`src/rtl/core/fafu_pkg.sv`:
```
// ----------------------------------------------------------------------------
// fafu_pkg
// Shared types, widths and codes of the five-channel fade and flash unit.
// ----------------------------------------------------------------------------
package fafu_pkg;

   localparam int LANES   = 5;
   localparam int LANE_W  = $clog2(LANES);
   localparam int LEVEL_W = 16;
   localparam int COUNT_W = 12;
   localparam int MS_W    = 16;
   localparam int OP_W    = 3;
   // dividend holds a level difference times a tick count
   localparam int PROD_W  = LEVEL_W + COUNT_W;

   localparam int TICK_MS_DEFAULT      = 20;
   localparam int BLINK_PERIOD_DEFAULT = 25;

   typedef logic [LEVEL_W-1:0]      level_type;
   typedef level_type [LANES-1:0]   level_vec_type;
   typedef logic [COUNT_W-1:0]      count_type;

   typedef enum logic [OP_W-1:0] {
      OP_TICK    = 3'd0,
      OP_DIM     = 3'd1,
      OP_FLASH   = 3'd2,
      OP_REQUEST = 3'd3,
      OP_POLL    = 3'd4
   } op_type;

   typedef enum logic [1:0] {
      DIV_TICKS,
      DIV_FADE,
      DIV_PHASE
   } div_sel_type;

   typedef enum logic [3:0] {
      S_IDLE,
      S_TICK,
      S_FADE,
      S_FADE_WAIT,
      S_BLINK,
      S_BLINK_WAIT,
      S_CONV,
      S_CONV_WAIT,
      S_DONE
   } state_type;

   typedef struct packed {
      logic              accept;
      logic              fade_step;
      logic              div_start;
      div_sel_type       div_sel;
      logic              fade_write;
      logic              blink_write;
      logic              conv_write;
      logic              load_out;
      logic [LANE_W-1:0] lane;
   } cmd_type;

   typedef struct packed {
      logic fade_active;
      logic fade_total_zero;
      logic blink_active;
      logic div_done;
      logic out_free;
   } status_type;

endpackage

```
`src/rtl/core/five_channel_fade_and_flash_unit.sv`:
```
// ----------------------------------------------------------------------------
// five_channel_fade_and_flash_unit
// Five 16-bit colour levels with linear fade and periodic flash.
// ----------------------------------------------------------------------------
// One transaction is worked at a time and every transaction returns one
// result. Each fading lane goes through one shared restoring divider that
// yields one quotient bit per cycle (28 quotient bits), one lane after the
// other. The divisions by the tick length and by the flash period are
// reciprocal multiplications whose quotient is registered for the write
// state. A tick steps an active fade through the lanes and then an active
// flash; a dim or flash command converts its duration to ticks; the update
// request, poll and unused codes go straight to the result. A new
// transaction is accepted as soon as the previous result sits in the output
// register; a stalled result holds the block until the output register
// frees.
module five_channel_fade_and_flash_unit #(
   parameter int TICK_MS            = fafu_pkg::TICK_MS_DEFAULT,
   parameter int BLINK_PERIOD_TICKS = fafu_pkg::BLINK_PERIOD_DEFAULT
) (
   input  logic                          clock,
   input  logic                          reset,
   input  logic                          req_valid,
   output logic                          req_ready,
   input  logic [fafu_pkg::OP_W-1:0]     req_operation,
   input  logic [fafu_pkg::LEVEL_W-1:0]  req_red_in,
   input  logic [fafu_pkg::LEVEL_W-1:0]  req_green_in,
   input  logic [fafu_pkg::LEVEL_W-1:0]  req_blue_in,
   input  logic [fafu_pkg::LEVEL_W-1:0]  req_warm_in,
   input  logic [fafu_pkg::LEVEL_W-1:0]  req_cool_in,
   input  logic [fafu_pkg::MS_W-1:0]     req_duration_ms,
   output logic                          rsp_valid,
   input  logic                          rsp_ready,
   output logic [fafu_pkg::LEVEL_W-1:0]  rsp_red_out,
   output logic [fafu_pkg::LEVEL_W-1:0]  rsp_green_out,
   output logic [fafu_pkg::LEVEL_W-1:0]  rsp_blue_out,
   output logic [fafu_pkg::LEVEL_W-1:0]  rsp_warm_out,
   output logic [fafu_pkg::LEVEL_W-1:0]  rsp_cool_out,
   output logic                          rsp_changed_flag
);
   import fafu_pkg::*;

   cmd_type       cmd;
   status_type    status;
   level_vec_type req_level;
   level_vec_type rsp_level;

   assign req_level = {req_cool_in, req_warm_in, req_blue_in, req_green_in, req_red_in};

   fafu_controller u_controller (
      .clock         (clock),
      .reset         (reset),
      .req_valid     (req_valid),
      .req_operation (req_operation),
      .req_ready     (req_ready),
      .status        (status),
      .cmd           (cmd)
   );

   fafu_datapath #(
      .TICK_MS            (TICK_MS),
      .BLINK_PERIOD_TICKS (BLINK_PERIOD_TICKS)
   ) u_datapath (
      .clock            (clock),
      .reset            (reset),
      .cmd              (cmd),
      .status           (status),
      .req_operation    (req_operation),
      .req_level        (req_level),
      .req_duration_ms  (req_duration_ms),
      .rsp_ready        (rsp_ready),
      .rsp_valid        (rsp_valid),
      .rsp_level        (rsp_level),
      .rsp_changed_flag (rsp_changed_flag)
   );

   assign rsp_red_out   = rsp_level[0];
   assign rsp_green_out = rsp_level[1];
   assign rsp_blue_out  = rsp_level[2];
   assign rsp_warm_out  = rsp_level[3];
   assign rsp_cool_out  = rsp_level[4];

endmodule

```
`src/rtl/core/fafu_divider.sv`:
```
// ----------------------------------------------------------------------------
// fafu_divider
// Restoring unsigned divider, one quotient bit per cycle.
// ----------------------------------------------------------------------------
module fafu_divider (
   input  logic                          clock,
   input  logic                          reset,
   input  logic                          start,
   input  logic [fafu_pkg::PROD_W-1:0]   dividend,
   input  logic [fafu_pkg::COUNT_W-1:0]  divisor,
   output logic                          done,
   output logic [fafu_pkg::PROD_W-1:0]   quotient
);
   import fafu_pkg::*;

   localparam int CNT_W = $clog2(PROD_W);

   logic               busy_ff, busy_in;
   logic               done_ff, done_in;
   logic [CNT_W-1:0]   count_ff, count_in;
   logic [PROD_W-1:0]  quo_ff, quo_in;
   logic [COUNT_W-1:0] rem_ff, rem_in;
   logic [COUNT_W-1:0] divisor_ff, divisor_in;
   logic [COUNT_W:0]   shifted;
   logic [COUNT_W:0]   trial;

   always_comb begin
      busy_in    = busy_ff;
      done_in    = 1'b0;
      count_in   = count_ff;
      quo_in     = quo_ff;
      rem_in     = rem_ff;
      divisor_in = divisor_ff;
      shifted    = {rem_ff, quo_ff[PROD_W-1]};
      trial      = shifted - {1'b0, divisor_ff};
      if (start) begin
         busy_in    = 1'b1;
         count_in   = '0;
         quo_in     = dividend;
         rem_in     = '0;
         divisor_in = divisor;
      end else if (busy_ff) begin
         // keep the trial difference when it does not borrow
         if (!trial[COUNT_W]) begin
            rem_in = trial[COUNT_W-1:0];
            quo_in = {quo_ff[PROD_W-2:0], 1'b1};
         end else begin
            rem_in = shifted[COUNT_W-1:0];
            quo_in = {quo_ff[PROD_W-2:0], 1'b0};
         end
         count_in = count_ff + 1'b1;
         if (count_ff == CNT_W'(PROD_W - 1)) begin
            busy_in = 1'b0;
            done_in = 1'b1;
         end
      end
   end

   always_ff @(posedge clock) begin
      if (reset) begin
         busy_ff  <= 1'b0;
         done_ff  <= 1'b0;
         count_ff <= '0;
      end else begin
         busy_ff  <= busy_in;
         done_ff  <= done_in;
         count_ff <= count_in;
      end
      quo_ff     <= quo_in;
      rem_ff     <= rem_in;
      divisor_ff <= divisor_in;
   end

   assign done      = done_ff;
   assign quotient  = quo_ff;

endmodule

```
`src/rtl/core/fafu_datapath.sv`:
```
// ----------------------------------------------------------------------------
// fafu_datapath
// Level, fade and flash state, the shared divider and the result register.
// ----------------------------------------------------------------------------
module fafu_datapath #(
   parameter int TICK_MS            = fafu_pkg::TICK_MS_DEFAULT,
   parameter int BLINK_PERIOD_TICKS = fafu_pkg::BLINK_PERIOD_DEFAULT
) (
   input  logic                         clock,
   input  logic                         reset,
   input  fafu_pkg::cmd_type            cmd,
   output fafu_pkg::status_type         status,
   input  logic [fafu_pkg::OP_W-1:0]    req_operation,
   input  fafu_pkg::level_vec_type      req_level,
   input  logic [fafu_pkg::MS_W-1:0]    req_duration_ms,
   input  logic                         rsp_ready,
   output logic                         rsp_valid,
   output fafu_pkg::level_vec_type      rsp_level,
   output logic                         rsp_changed_flag
);
   import fafu_pkg::*;

   localparam int     LIT_MAX      = (BLINK_PERIOD_TICKS - 1) / 2;
   // reciprocals exact for every dividend of the given width
   localparam int     TICK_SHIFT   = MS_W + $clog2(TICK_MS);
   localparam longint TICK_RECIP   = ((longint'(1) << TICK_SHIFT) + longint'(TICK_MS - 1))
                                     / longint'(TICK_MS);
   localparam int     PHASE_SHIFT  = COUNT_W + $clog2(BLINK_PERIOD_TICKS);
   localparam longint PHASE_RECIP  = ((longint'(1) << PHASE_SHIFT)
                                     + longint'(BLINK_PERIOD_TICKS - 1))
                                     / longint'(BLINK_PERIOD_TICKS);
   localparam int     TICK_PROD_W  = 2 * MS_W + 2;
   localparam int     PHASE_PROD_W = 2 * COUNT_W + 2;

   level_vec_type current_ff, current_in;
   level_vec_type start_ff, start_in;
   level_vec_type goal_ff, goal_in;
   level_vec_type blink_ff, blink_in;
   count_type     fade_left_ff, fade_left_in;
   count_type     fade_total_ff, fade_total_in;
   count_type     blink_left_ff, blink_left_in;
   logic          pending_ff, pending_in;
   op_type        op_ff, op_in;
   logic [MS_W-1:0] ms_ff, ms_in;
   logic [MS_W-1:0] quot_ff, quot_in;
   logic          fade_neg_ff, fade_neg_in;
   logic          rsp_valid_ff, rsp_valid_in;
   level_vec_type rsp_level_ff, rsp_level_in;
   logic          rsp_flag_ff, rsp_flag_in;

   logic                 div_start;
   logic [PROD_W-1:0]    div_dividend;
   logic [COUNT_W-1:0]   div_divisor;
   logic                 div_done;
   logic [PROD_W-1:0]    div_quotient;

   logic [TICK_PROD_W-1:0]  tick_prod;
   logic [PHASE_PROD_W-1:0] phase_prod;
   logic [MS_W-1:0]         tick_quot;
   count_type               phase_quot;
   count_type               phase_rem;

   level_type lane_start;
   level_type lane_goal;
   level_type lane_mag;
   logic      lane_neg;
   count_type fade_done;
   count_type ticks;
   level_type step;
   logic      lit;

   fafu_divider u_divider (
      .clock     (clock),
      .reset     (reset),
      .start     (div_start),
      .dividend  (div_dividend),
      .divisor   (div_divisor),
      .done      (div_done),
      .quotient  (div_quotient)
   );

   always_comb begin
      lane_start = start_ff[cmd.lane];
      lane_goal  = goal_ff[cmd.lane];
      lane_neg   = lane_goal < lane_start;
      lane_mag   = lane_neg ? (lane_start - lane_goal) : (lane_goal - lane_start);
      fade_done  = fade_total_ff - fade_left_ff;
      div_start  = cmd.div_start && (cmd.div_sel == DIV_FADE);
      // magnitude times progress; sign applied after the divide
      div_dividend = PROD_W'(lane_mag) * PROD_W'(fade_done);
      div_divisor  = fade_total_ff;
      tick_prod  = TICK_PROD_W'(ms_ff) * TICK_PROD_W'(TICK_RECIP);
      tick_quot  = MS_W'(tick_prod >> TICK_SHIFT);
      phase_prod = PHASE_PROD_W'(blink_left_ff) * PHASE_PROD_W'(PHASE_RECIP);
      phase_quot = COUNT_W'(phase_prod >> PHASE_SHIFT);
      // saturate the tick count to the counter width
      ticks = (quot_ff[MS_W-1:COUNT_W] != '0) ? '1 : quot_ff[COUNT_W-1:0];
      step  = div_quotient[LEVEL_W-1:0];
      phase_rem = blink_left_ff - quot_ff[COUNT_W-1:0] * COUNT_W'(BLINK_PERIOD_TICKS);
      lit   = phase_rem <= COUNT_W'(LIT_MAX);
   end

   always_comb begin
      current_in    = current_ff;
      start_in      = start_ff;
      goal_in       = goal_ff;
      blink_in      = blink_ff;
      fade_left_in  = fade_left_ff;
      fade_total_in = fade_total_ff;
      blink_left_in = blink_left_ff;
      pending_in    = pending_ff;
      op_in         = op_ff;
      ms_in         = ms_ff;
      quot_in       = quot_ff;
      fade_neg_in   = fade_neg_ff;
      rsp_level_in  = rsp_level_ff;
      rsp_flag_in   = rsp_flag_ff;
      rsp_valid_in  = rsp_ready ? 1'b0 : rsp_valid_ff;

      if (cmd.accept) begin
         op_in = op_type'(req_operation);
         ms_in = req_duration_ms;
         case (op_type'(req_operation))
            OP_DIM: begin
               start_in = current_ff;
               goal_in  = req_level;
            end
            OP_FLASH:   blink_in   = req_level;
            OP_REQUEST: pending_in = 1'b1;
            default: ;
         endcase
      end

      if (cmd.fade_step) begin
         fade_left_in = fade_left_ff - 1'b1;
         pending_in   = 1'b1;
         if (fade_total_ff == '0) begin
            current_in = goal_ff;
         end
      end

      if (cmd.div_start && cmd.div_sel == DIV_FADE) begin
         fade_neg_in = lane_neg;
      end

      // hold the constant-divisor quotient for the write cycle
      if (cmd.div_start && cmd.div_sel == DIV_TICKS) begin
         quot_in = tick_quot;
      end

      if (cmd.div_start && cmd.div_sel == DIV_PHASE) begin
         quot_in = MS_W'(phase_quot);
      end

      if (cmd.fade_write) begin
         current_in[cmd.lane] = fade_neg_ff ? (lane_start - step) : (lane_start + step);
      end

      if (cmd.blink_write) begin
         for (int i = 0; i < LANES; i++) begin
            current_in[i] = lit ? blink_ff[i] : '0;
         end
         blink_left_in = blink_left_ff - 1'b1;
         pending_in    = 1'b1;
      end

      if (cmd.conv_write) begin
         if (op_ff == OP_DIM) begin
            fade_left_in  = ticks;
            fade_total_in = ticks;
         end else begin
            blink_left_in = ticks;
         end
      end

      if (cmd.load_out) begin
         rsp_valid_in = 1'b1;
         rsp_level_in = current_ff;
         rsp_flag_in  = pending_ff;
         if (op_ff == OP_POLL) begin
            pending_in = 1'b0;
         end
      end
   end

   always_ff @(posedge clock) begin
      if (reset) begin
         current_ff    <= '0;
         start_ff      <= '0;
         goal_ff       <= '0;
         blink_ff      <= '0;
         fade_left_ff  <= '0;
         fade_total_ff <= '0;
         blink_left_ff <= '0;
         pending_ff    <= 1'b0;
         rsp_valid_ff  <= 1'b0;
      end else begin
         current_ff    <= current_in;
         start_ff      <= start_in;
         goal_ff       <= goal_in;
         blink_ff      <= blink_in;
         fade_left_ff  <= fade_left_in;
         fade_total_ff <= fade_total_in;
         blink_left_ff <= blink_left_in;
         pending_ff    <= pending_in;
         rsp_valid_ff  <= rsp_valid_in;
      end
      op_ff        <= op_in;
      ms_ff        <= ms_in;
      quot_ff      <= quot_in;
      fade_neg_ff  <= fade_neg_in;
      rsp_level_ff <= rsp_level_in;
      rsp_flag_ff  <= rsp_flag_in;
   end

   assign status.fade_active     = fade_left_ff != '0;
   assign status.fade_total_zero = fade_total_ff == '0;
   assign status.blink_active    = blink_left_ff != '0;
   assign status.div_done        = div_done;
   assign status.out_free        = !rsp_valid_ff || rsp_ready;

   assign rsp_valid        = rsp_valid_ff;
   assign rsp_level        = rsp_level_ff;
   assign rsp_changed_flag = rsp_flag_ff;

endmodule

```
`src/rtl/core/fafu_controller.sv`:
```
// ----------------------------------------------------------------------------
// fafu_controller
// Sequencer: accepts a transaction, walks the lanes through the divider,
// steps the flash or converts durations, then loads the output register.
// ----------------------------------------------------------------------------
module fafu_controller (
   input  logic                         clock,
   input  logic                         reset,
   input  logic                         req_valid,
   input  logic [fafu_pkg::OP_W-1:0]    req_operation,
   output logic                         req_ready,
   input  fafu_pkg::status_type         status,
   output fafu_pkg::cmd_type            cmd
);
   import fafu_pkg::*;

   state_type         state_ff, state_in;
   logic [LANE_W-1:0] lane_ff, lane_in;

   always_comb begin
      state_in  = state_ff;
      lane_in   = lane_ff;
      req_ready = 1'b0;
      cmd       = '0;
      cmd.lane  = lane_ff;
      case (state_ff)
         S_IDLE: begin
            req_ready = 1'b1;
            if (req_valid) begin
               cmd.accept = 1'b1;
               case (op_type'(req_operation))
                  OP_TICK:  state_in = S_TICK;
                  OP_DIM:   state_in = S_CONV;
                  OP_FLASH: state_in = S_CONV;
                  default:  state_in = S_DONE;
               endcase
            end
         end
         S_TICK: begin
            if (status.fade_active) begin
               cmd.fade_step = 1'b1;
               lane_in       = '0;
               state_in      = status.fade_total_zero ? S_BLINK : S_FADE;
            end else begin
               state_in = S_BLINK;
            end
         end
         S_FADE: begin
            cmd.div_start = 1'b1;
            cmd.div_sel   = DIV_FADE;
            state_in      = S_FADE_WAIT;
         end
         S_FADE_WAIT: begin
            if (status.div_done) begin
               cmd.fade_write = 1'b1;
               if (lane_ff == LANE_W'(LANES - 1)) begin
                  state_in = S_BLINK;
               end else begin
                  lane_in  = lane_ff + 1'b1;
                  state_in = S_FADE;
               end
            end
         end
         S_BLINK: begin
            if (status.blink_active) begin
               cmd.div_start = 1'b1;
               cmd.div_sel   = DIV_PHASE;
               state_in      = S_BLINK_WAIT;
            end else begin
               state_in = S_DONE;
            end
         end
         S_BLINK_WAIT: begin
            cmd.blink_write = 1'b1;
            state_in        = S_DONE;
         end
         S_CONV: begin
            cmd.div_start = 1'b1;
            cmd.div_sel   = DIV_TICKS;
            state_in      = S_CONV_WAIT;
         end
         S_CONV_WAIT: begin
            cmd.conv_write = 1'b1;
            state_in       = S_DONE;
         end
         S_DONE: begin
            // hold until the output register can take the result
            if (status.out_free) begin
               cmd.load_out = 1'b1;
               state_in     = S_IDLE;
            end
         end
         default: state_in = S_IDLE;
      endcase
   end

   always_ff @(posedge clock) begin
      if (reset) begin
         state_ff <= S_IDLE;
         lane_ff  <= '0;
      end else begin
         state_ff <= state_in;
         lane_ff  <= lane_in;
      end
   end

endmodule

```
`config.mk`:
```
export PLATFORM = sky130hd
export DESIGN_NAME = five_channel_fade_and_flash_unit
export DESIGN_NICKNAME = d
export VERILOG_FILES = /design/src/rtl/core/fafu_pkg.sv /design/src/rtl/core/five_channel_fade_and_flash_unit.sv /design/src/rtl/core/fafu_divider.sv /design/src/rtl/core/fafu_datapath.sv /design/src/rtl/core/fafu_controller.sv
export SDC_FILE = /design/constraint.sdc
export NUM_CORES = 2
export LEC_CHECK = 0
export BUFFER_PORTS_ARGS = -buffer_cell sky130_fd_sc_hd__buf_4
export CAP_MARGIN = 20
export CORE_MARGIN = 3
export CORE_UTILIZATION = 57
export DETAILED_ROUTE_END_ITERATION = 10
export PLACE_DENSITY = 0.81
export RECOVER_POWER = 50
export SYNTH_ARGS = -nofsm -noshare
export SYNTH_HDL_FRONTEND = slang
export SYNTH_SLANG_ARGS = --single-unit
export TNS_END_PERCENT = 1
```
`constraint.sdc`:
```
create_clock -name clock -period 9.78 [get_ports clock]
set_input_delay 0 -clock clock [delete_from_list [all_inputs] [get_ports clock]]
set_output_delay 0 -clock clock [all_outputs]
set_load 0.01 [all_outputs]
```
; Yosys cells after proc, flatten, opt, wreduce, memory -nomap -nowiden
; Index checks and enable logic that the tools add are counted.
[totals]
ff_bits = 537
latchBits = 0
mem_bits_rw = 0
romBits = 0
in_bits = 103
out_inout_bits = 83
elab_cells = 179
mem_count = 0
[op_classes]
addsub = 11
multipliers = 4
n_div = 0
magnitude_cmp = 4
eq_ne = 22
shift = 0
mux = 68
bitwise_logic = 1
n_reduce_logical = 25
[ops]
columns = op, count
row1 = $mux W80, 4
row2 = $mux W16, 10
row3 = $bmux W16 S3, 2
row4 = $mux W12, 7
row5 = $bwmux W80, 1
row6 = $mux W28, 2
row7 = $demux W16 S3, 1
row8 = $sub A16 B16 Y16, 3
row9 = $mul A16 B16 Y32 const B, 1
row10 = $pmux W4 S8, 1
row11 = $mul A16 B12 Y28, 1
row12 = $mul A12 B13 Y25 const B, 1
row13 = $mux W1, 24
row14 = $reduce_bool A12 Y1, 2
row15 = $sub A12 B1 Y12 const B, 2
row16 = $sub A12 B12 Y12, 2
row17 = $mux W4, 5
row18 = $mux W3, 6
row19 = $add A16 B16 Y16, 1
row20 = $eq A4 B3 Y1 const B, 4
row21 = $lt A16 B16 Y1, 1
row22 = $mux W8, 2
row23 = $sub A13 B12 Y13, 1
row24 = $le A12 B4 Y1 const B, 1
row25 = other kinds (33), 50

; Longest topological paths before layout
[logic_depth]
ltp_word = 7
mapped_depth = 43
depth_no_buf = 37

; Cells and area by module
; A second synthesis with hierarchy kept.
[unflattened]
hier_cells = 4398
area_unflattened_um2 = 39833.2
[modules_own_cells]
columns = module, instances, cells_per_inst, area_per_inst_um2, seq_area_each_um2
row1 = fafu_datapath, 1, 4039, 36138.4, 10520.1
row2 = fafu_divider, 1, 281, 3123.0, 1581.5
row3 = fafu_controller, 1, 78, 571.8, 140.1

; Worst setup path after synthesis
; Ideal clock, no wire load.
[synth_path]
path_type = reg-to-reg
startpoint = register u_controller.lane_ff[1]
endpoint = register u_datapath.u_divider.quo_ff[27], in the netlist u_datapath.u_divider.quotient[27] (data pin)
setup_time_ns = 0.266
t_arrival_ns = 9.664
t_required_ns = 9.514
setup_slack_ns = -0.150
stages_incl_launch_ff = 40
path_buffers = 6
synth_period_minus_slack_ns = 9.930
path_cell_list = dfxtp_1 buf_1 clkbuf_1 buf_1 mux2i_1 nor2_1 a21oi_1 o22a_1 inv_1 ha_1 inv_1 fa_1 a21o_1 a21oi_1 o21a_1 o21ai_0 o22a_1 buf_2 (+4 left out) clkbuf_1 nand2_1 fa_1 fa_1 inv_1 fa_1 fa_1 inv_1 fa_1 inv_1 ha_1 clkbuf_1 nand3_1 o41ai_1 a21oi_1 a2111oi_0 o21a_1 o31ai_1
[synth_via]
elab_chain_cells = 6
elab_cells_between_ends = 10
classes_between = add/sub: 2 / mul: 1 / order compare: 1 / mux: 6
[synth_lines]
columns = item, line_no
row1 = from (decl), fafu_controller.sv:18  ; logic [LANE_W-1:0] lane_ff, lane_in;
row2 = from (signal assigned), fafu_controller.sv:103  ; lane_ff <= lane_in;
row3 = $bmux W16 S3 (on tied branches), "fafu_datapath.sv:84, fafu_datapath.sv:83"
row4 = $mux W16 (on tied branches), "fafu_datapath.sv:84, fafu_datapath.sv:83"
row5 = $lt A16 B16 Y1 *, fafu_datapath.sv:85  ; lane_neg = lane_goal < lane_start;
row6 = net u_datapath.lane_neg, fafu_datapath.sv:66  ; logic lane_neg;
row7 = $mux W16 *, fafu_datapath.sv:86  ; lane_mag = lane_neg ? (lane_start - lane_goal) : (lane_goal - lane_start);
row8 = $mul A16 B12 Y28 *, fafu_datapath.sv:90  ; div_dividend = PROD_W'(lane_mag) * PROD_W'(fade_done);
row9 = $mux W28 *, fafu_divider.sv:36  ; if (start) begin
row10 = net u_datapath.u_divider.quo_in[27], fafu_divider.sv:21  ; logic [PROD_W-1:0] quo_ff, quo_in;
row11 = to (signal assigned), fafu_divider.sv:69  ; quo_ff <= quo_in;
row12 = to (decl), fafu_divider.sv:21
; The timed path passes the listed nets; every way through them passes the cells marked *. The select of a mux whose other input is x is not followed.
; A chain may end at the register's enable or synchronous reset.

; Worst setup path in the final report
[layout_path]
startpoint = register u_controller.lane_ff[1]
endpoint = register u_datapath.u_divider.quo_ff[24], in the netlist u_datapath.u_divider.quotient[24] (data pin)
; The elaborated chain is that of the path after synthesis.

==> impl_metrics.ini <==
[outcome]
status = finished with violations
violations = max-capacitance violations, max-slew violations

[detailed_routing]
drtPass1Iterations = 9
drt_wl_total_um = 119000
vias = 32800
drc = 0
drt_iter0_drc = 3514
ant_nets = 0
vias_per_cell = 5.95
wl_per_cell_um = 21.6

[clock_tree]
cts-htree-levels = 2
cts_tree = built
cts_buffer_depth = 3
postCtsSetupBuffers = 0
clkSinkCount = 537
cts_made_buffers = 55
clkSlewWorstSetupHoldPaths_ns = 0.06
clk_latency_ns = 0.65
clockRootBuffer = clkbuf_16

[sta]
setup_violations = 0
fin_crit_ns = 9.41
fin_setup_tns_ns = 0
maxSlewViolCount = 362
finalWorstSetupSlack_ns = 0.369
timing.fmax_mhz = 106
period_share_pct = 96.2
clock_skew_ns = 0.0687
tightest_slew_ns = 6.90
slew_headroom_pct = -360
rsz0062_at_grt = true
finalHoldViolations = 0

[yosys]
yosysMostFrequentCell = nand2_1
ys.flop_type = dfxtp_1
netlist_area_sq_mm = 0.0393
synth.area.top_cells = dfxtp_1 (20%), fa_1 (15%), ha_1 (13%)
yosys.area.top_type = dfxtp_1
avgSynthCellArea_sq_um = 8.98
netlist-cell-type-count = 78
async_flop_share_pct = 0
synth-seq-cells = 537
synth_edf_count = 149
syn_inst = 4379
yosysSeqAreaShare_pct = 31.1
synth_top_area_share_pct = 19.8
ys_warn_count = 0
yosys-top-cells-count = nand2_1 (754), inv_1 (542), a21oi_1 (410), ha_1 (393), dfxtp_1 (388)
syn_nets = 5161

[worst_setup_path]
worst_path_most_repeated_cell = fa_1
cp_slowest_stage_delay_ns = 0.55
arrival_ns = 9.77
cp.required_ns = 10.14
cp-end-kind = flip-flop
crit_fanout = 12
timing.critical_path.buf_inv = 9
setup.worst_path.start_class = flip-flop
crit_family = adder cells
critical_path_class = reg2reg
slowest_stage = fa_1

[global_route]
grt_pass1_vias = 32200
antenna_found_initial = 9
grt_pass1_wl_um = 182000
grt_use_total_pct = 32.6
grt_max_degree = 141
grt_overflow_total = 0

[placement]
portBuffers = 185
place_ws_ns = 0.120
place_congestion = 1.04
dp_hpwl_um = 87200

[power_and_ir_drop]
leakage_nw = 19.9
p_total_w = 0.00911
p_per_area_mw_per_mm2 = 206
peakVddDrop_uv = 674

[final_layout]
fin_nets = 5376
final_core_utilization_pct = 65.4
drive_above_1_share_pct = 6.92
areaGrowthSynthToFinish_pct = 12.7

[worst_hold_path]
hp-class = in2reg

[job]
maxCapViolations = 4

[die]
chipHeight_um = 269
ioPinCount = 186
core_sq_mm = 0.0678
die_x_um = 269
rows = 95
start_util_pct = 58.0
dieArea_sq_mm = 0.0722
-- power by group --
part | leakage [nW] | internal [W] | switching, W
combinational | 14.4 | 0.00182 | 0.00250
clock | 0.910 | 0.00119 | 0.000974
sequential | 4.53 | 0.00252 | 0.000114
-- per-stage QoR --
step | area [sq um] | cells | hold WS, ns
2_1_floorplan | 39300 | 4379 | 0.0989
6_report | 44300 | 5522 | 0.0832
4_1_cts | 44600 | 5511 | 0.0571
3_3_place_gp | 41600 | 5299 | 0.179
3_5_place_dp | 41600 | 5301 | 0.179
5_1_grt | 44300 | 5520 | 0.0929
-- final timing paths --
kind	start	to	slack [ns]	cells past startpoint
setup / recovery	u_controller.lane_ff[1]$_SDFFE_PP0P_	u_datapath.u_divider.quotient[24]$_DFFE_PP_	0.37	38
hold / removal	req_duration_ms[14]	u_datapath.ms_ff[14]$_DFFE_PP_	0.08	2
setup reg to reg	u_controller.lane_ff[1]$_SDFFE_PP0P_	u_datapath.u_divider.quotient[24]$_DFFE_PP_	0.37	38
hold reg to reg	u_datapath.pending_ff$_SDFF_PP0_	u_datapath.rsp_changed_flag$_DFFE_PP_	0.45	0
-- metal layers --
| metal | GRT usage (%) | share of wire (%) | vias to the layer above |
|---|---|---|---|
| li1 | - | - | 15000 |
| met1 | 43.7 | 40 | 15700 |
| met2 | 50.6 | 45 | 1709 |
| met3 | 6.12 | 9.8 | 397 |
| met4 | 16.7 | 5.9 | 4 |
| met5 | 0 | 0.023 | - |
-- final cells by class --
type                            instances  area (sq um)
Multi-Input combinational cell       3088         24400
Fill cell                            5369         23500
Sequential cell                       537         12200
Timing Repair Buffer                  364          2670
Inverter                              548          2060
Clock buffer                           70          1500
Tap cell                              873          1090
Clock inverter                         34           344
Antenna cell                            8          20.0
-- sequential cells by signal, summed over array words and instances (netlist names), 3 cells and up --
name and flops:
u_datapath.op_ff 3, u_datapath.current_ff 80, u_datapath.u_divider.rem_ff 12, u_datapath.ms_ff 16
u_datapath.blink_ff 80, u_datapath.quot_ff 12, u_controller.state_ff 4, u_datapath.div_divisor 12
u_datapath.goal_ff 80, u_controller.lane_ff 3, u_datapath.rsp_level 80, u_datapath.blink_left_ff 12
u_datapath.fade_left_ff 12, u_datapath.u_divider.count_ff 5, u_datapath.start_ff 80, u_datapath.u_divider.quotient 28
u_datapath.u_divider.divisor_ff 12
-- logic make-up (layout without fill, tap and decap cells) --
logic type                 after synthesis  in the layout  share of synthesized area (%)
xor gates and xnor gates               148            148                           3.33
other                                    0              8                              0
buffers and inverters                  754           1016                           7.31
muxes                                  129            129                           3.69
adders and majority gates              679            679                           27.1
AOI/OAI and AO/OA                      851            851                           13.3
and+or+nand+nor                       1281           1281                           14.1
DFF                                    537            537                           31.1
-- timing repair --
| item | 4_1_cts | 5_1_grt |
|---|---|---|
| gates resized for setup | 0 | 9 |
| hold buffers | 106 | 0 |
| endpoints found under the setup margin | 0 | 11 |
| hold endpoints to repair | 239 | 0 |
-- cells in the final DEF, fill, tap and decap left out, types with 12 or more instances in the layout --
| cell | netlist | routed |
|---|---|---|
| mux2i_1 | 109 | 108 |
| clkbuf_1 | 175 | 100 |
| dfxtp_1 | 388 | 386 |
| o2bb2ai_1 | 12 | 12 |
| nand3_1 | 52 | 52 |
| clkbuf_4 | 0 | 15 |
| and2_1 | 54 | 54 |
| o21ai_0 | 89 | 89 |
| nor2b_1 | 36 | 35 |
| dlygate4sd3_1 | 0 | 106 |
| and3_1 | 15 | 15 |
| nand2b_1 | 43 | 42 |
| edfxtp_1 | 149 | 149 |
| o21bai_1 | 14 | 14 |
| inv_1 | 542 | 542 |
| fa_1 | 286 | 286 |
| nand2_1 | 754 | 753 |
| buf_4 | 3 | 150 |
| xor2_1 | 43 | 42 |
| nor3_1 | 53 | 53 |
| mux4_2 | 12 | 12 |
| ha_1 | 393 | 393 |
| o21a_1 | 15 | 15 |
| clkbuf_16 | 0 | 55 |
| a21o_1 | 95 | 95 |
| a211oi_1 | 96 | 95 |
| a22oi_1 | 24 | 24 |
| nor2_1 | 199 | 198 |
| o22a_1 | 13 | 13 |
| nor4_1 | 20 | 16 |
| xnor2_1 | 104 | 96 |
| clkinv_2 | 0 | 13 |
| a21oi_1 | 410 | 409 |
No activity file was read; power rests on OpenSTA's default activity.
